`config.mk`:
```
export PLATFORM = sky130hd
export DESIGN_NAME = plb_ctrl
export DESIGN_NICKNAME = d
export VERILOG_FILES = /design/src/rtl/plb_pkg.sv /design/src/rtl/plb_ctrl.sv
export SDC_FILE = /design/constraint.sdc
export NUM_CORES = 1
export LEC_CHECK = 0
export ABC_AREA = 1
export BUFFER_PORTS_ARGS = -buffer_cell sky130_fd_sc_hd__buf_2
export CORE_AREA = 2 2 39 41
export CTS_CLUSTER_SIZE = 40
export DETAILED_ROUTE_END_ITERATION = 10
export DIE_AREA = 0 0 41 43
export GPL_TIMING_DRIVEN = 0
export PLACE_DENSITY = 0.4
export SYNTH_ARGS = -nofsm -noshare
export SYNTH_HDL_FRONTEND = slang
export SYNTH_SLANG_ARGS = --single-unit
```
`constraint.sdc`:
```
create_clock -name clk_i -period 3.4 [get_ports clk_i]
set_input_delay 0.68 -clock clk_i [delete_from_list [all_inputs] [get_ports clk_i]]
set_output_delay 0.68 -clock clk_i [all_outputs]
set_load 0.02 [all_outputs]
```
`src/rtl/plb_pkg.sv`:
```
`timescale 1ns / 1ps
package plb_pkg;

  localparam int unsigned LEVELS = 64;
  localparam int unsigned IDX_W  = $clog2(LEVELS);

  typedef enum logic [1:0] {
    ACT_CLEAR  = 2'd0,
    ACT_ADD    = 2'd1,
    ACT_UPDATE = 2'd2,
    ACT_PRUNE  = 2'd3
  } action_e;

  typedef enum logic [1:0] {
    ST_OK        = 2'd0,
    ST_FULL      = 2'd1,
    ST_SATURATED = 2'd2
  } status_e;

  typedef enum logic [2:0] {
    S_IDLE,
    S_SCAN,
    S_APPLY,
    S_SUM,
    S_DONE
  } state_e;

  // controller to datapath
  typedef struct packed {
    logic load;       // capture request
    logic scan_clr;   // start search pass
    logic scan_step;  // one entry of search/prune
    logic apply;      // write the matched or free entry
    logic sum_clr;    // start sum pass
    logic sum_step;   // one entry of sum/best pass
    logic finish;     // register result
    logic out_take;   // result handed over
  } plb_cmd_t;

  // datapath to controller
  typedef struct packed {
    logic last;       // counter at final entry
    logic out_valid;
  } plb_sts_t;

endpackage

```
`src/rtl/plb_ctrl.sv`:
```
`timescale 1ns / 1ps
module plb_ctrl
  import plb_pkg::*;
(
  input  logic     clk_i,
  input  logic     rst_ni,
  input  logic     in_valid_i,
  output logic     in_stall_o,
  input  logic     out_stall_i,
  input  plb_sts_t sts_i,
  output plb_cmd_t cmd_o
);

  state_e state_q, state_d;

  always_ff @(posedge clk_i or negedge rst_ni) begin
    if (!rst_ni) begin
      state_q <= S_IDLE;
    end else begin
      state_q <= state_d;
    end
  end

  always_comb begin
    state_d = state_q;
    cmd_o = '0;
    cmd_o.out_take = sts_i.out_valid && !out_stall_i;
    // accept once the previous result has gone or leaves now
    in_stall_o = (state_q != S_IDLE) || (sts_i.out_valid && out_stall_i);
    case (state_q)
      S_IDLE: begin
        if (in_valid_i && !in_stall_o) begin
          cmd_o.load = 1'b1;
          cmd_o.scan_clr = 1'b1;
          state_d = S_SCAN;
        end
      end
      S_SCAN: begin
        cmd_o.scan_step = 1'b1;
        if (sts_i.last) begin
          state_d = S_APPLY;
        end
      end
      S_APPLY: begin
        cmd_o.apply = 1'b1;
        cmd_o.sum_clr = 1'b1;
        state_d = S_SUM;
      end
      S_SUM: begin
        cmd_o.sum_step = 1'b1;
        if (sts_i.last) begin
          state_d = S_DONE;
        end
      end
      S_DONE: begin
        cmd_o.finish = 1'b1;
        state_d = S_IDLE;
      end
      default: state_d = S_IDLE;
    endcase
  end

endmodule

```
==> metrics.cfg <==
[floorplanning]
fp.dieH_um=43
num_rows=14
die_w_um=41
die_area_um2=1760
core_area_um2=1380
initial_core_util=0.169
ioPinCount=15

[sta]
max_freq_mhz=484
slew_headroom=0.888
fin_setup_tns_ns=0
drv_slew=0
rsz0062_at_grt=false
fin_crit_sh=0.608
setup_viol=0
tightest_slew_ns=0.168
finalHoldViolCount=0
fin_worst_skew_ns=0.00113
period_needed_ns=2.07

[cts]
insertion_delay_ns=0.23
htree_levels=1
clock-sinks=3
cts_hold_buffers=0
postCtsSetupRepairBufs=0
path_clk_slew_ns=0.04
numCtsBuffers=3
cts_tree=built
cts_buffer_depth=2
cts_resized=0
cts-root-buf=clkbuf_4

[final_layout]
final.fill_count=166
largest_register_ffs=3
fin_util=0.253
drive_above_1_share=0.519
top_register=state_q
areaGrowthSynthToFinish_pct=49.7
reg.largest.list=state_q (3)
final_nets=59
diodes=0

[global_routing]
antenna_found_initial=0
grt_pass1_vias=234
grtUsageTotal=0.0735
grt-ovfl-total=0
grt_pass1_wl_um=828
grt_max_degree=6

[worst_hold_path]
holdCritPathClass=input pin to async pin

[synthesis]
synth.net_count=40
postSynthAreaPerCell_um2=6.88
synth.distinct_cells=13
synth-edff-count=0
synth.top_cell.area_share=0.321
yosys_register_bits=3
syn_inst=34
yosysMostFrequentCell=inv_1
ys.flop_type=dfrtp_1
yosys-top-cells-count=inv_1 (6), nand2_1 (5), nand3_1 (5)
yosysWarningCount=0
synth_area_um2=234
async_flop_share=1.00
ys_seq_area_frac=0.321
ys_top_cells_by_area=dfrtp_1 (32%), nand3_1 (11%), buf_4 (9.6%)
synth_top_area_cell=dfrtp_1

[setup_path]
cpMaxStageDelayCell=dfrtp_1
rrSetupSlack_ns=2.37
r2r.worst_path.cells=6
cp-end-kind=output port
reg2reg_from=state_q[0]
path_max_fanout=4
critical-path-max-stage-delay_ns=0.41
critPathKind=flop to output port
crit_chain=inv_2 -> nand2_2 -> nor2_2 -> nand2_1 -> nor2_1 -> buf_4 -> buf_2
critPathRequiredTime_ns=2.72
startpoint=state_q[0]
start_kind=flop
worstPathArrival_ns=1.39

[power_and_ir_drop]
total_leakage_power_uw=0.000224
cellPowerDensity_nw_per_um2=973
vdd_drop_max_mv=0.183

[detailed_routing]
via_per_inst=3.57
firstDrtPassIters=2
drt-initial-drc-count=3
vias=243
ant_nets=0
routed_wl_um=509
drc_errors=0
wire_per_inst_um=7.49

[flow_run]
drv_cap=0

[placement]
dp_hpwl_um=446
numPortBuffers=14
place_congestion=0.625

[status]
status=complete, no violations

==> cell type report <==
cell class                 count  area [um2]  area share
multi-input combinational     19         103       0.293
sequential                     3        75.1       0.214
timing repair buffer          14        70.1       0.200
inverter                       9        33.8      0.0964
clock buffer                   4        26.3      0.0750
buffer                         3        22.5      0.0643
tap                           16        20.0      0.0571
==> per-stage QoR <==
step / hold slack (ns) / setup slack, ns / area, um2 / std cells / total power [uW]
after CTS: 0.230 / 1.32 / 350 / 68 / 349
after detailed placement: 0.479 / 1.41 / 324 / 64 / 284
after global placement: 0.477 / 1.41 / 324 / 64 / 284
after global routing: 0.228 / 1.23 / 350 / 68 / 377
after floorplan: 0.384 / 1.24 / 234 / 34 / 229
final: 0.238 / 1.33 / 350 / 68 / 341
==> cells in the final DEF (no fill, tap or decap), drive strengths merged <==
cell type	instances
nand3	5
nor3	2
buf	17
dfrtp	3
clkbuf	4
o21ai	2
nor2	4
inv	9
nand2	6
==> logic make-up after synthesis <==
family	count (synthesis)	synth area share
simple gates	17	0.380
buf+inv	12	0.241
flops	3	0.321
compound gates	2	0.0588
==> report_power, final <==
part / switching, uW / leakage [uW] / internal (uW) / total, uW
Combinational: 132 / 0.000171 / 77.7 / 210
Sequential: 18.1 / 0.0000378 / 52.2 / 70.3
Clock: 17.1 / 0.0000150 / 43.9 / 61.0
==> final timing paths <==
path	end
worst min-delay path	state_q[2]
worst min register to register	state_q[1]
worst max register to register	state_q[1]
max in group asynchronous	state_q[0]
min in group clk_i	state_q[1]
worst max-delay path	cmd_o[7]
==> layer usage <==
layer	wire [um]	vias up	GRT usage
met5	0	-	0
met4	0	0	0.0800
met2	278	6	0.113
met1	201	102	0.0714
met3	29	0	0.0157
li1	-	135	-
==> critical path: cells and delay by family (launching register included) <==
family | cells | cell delay [ns]
and+or+nand+nor | 4 | 0.37
buffers and inverters | 3 | 0.37
DFF | 1 | 0.41
No activity file was read; power rests on OpenSTA's default activity.
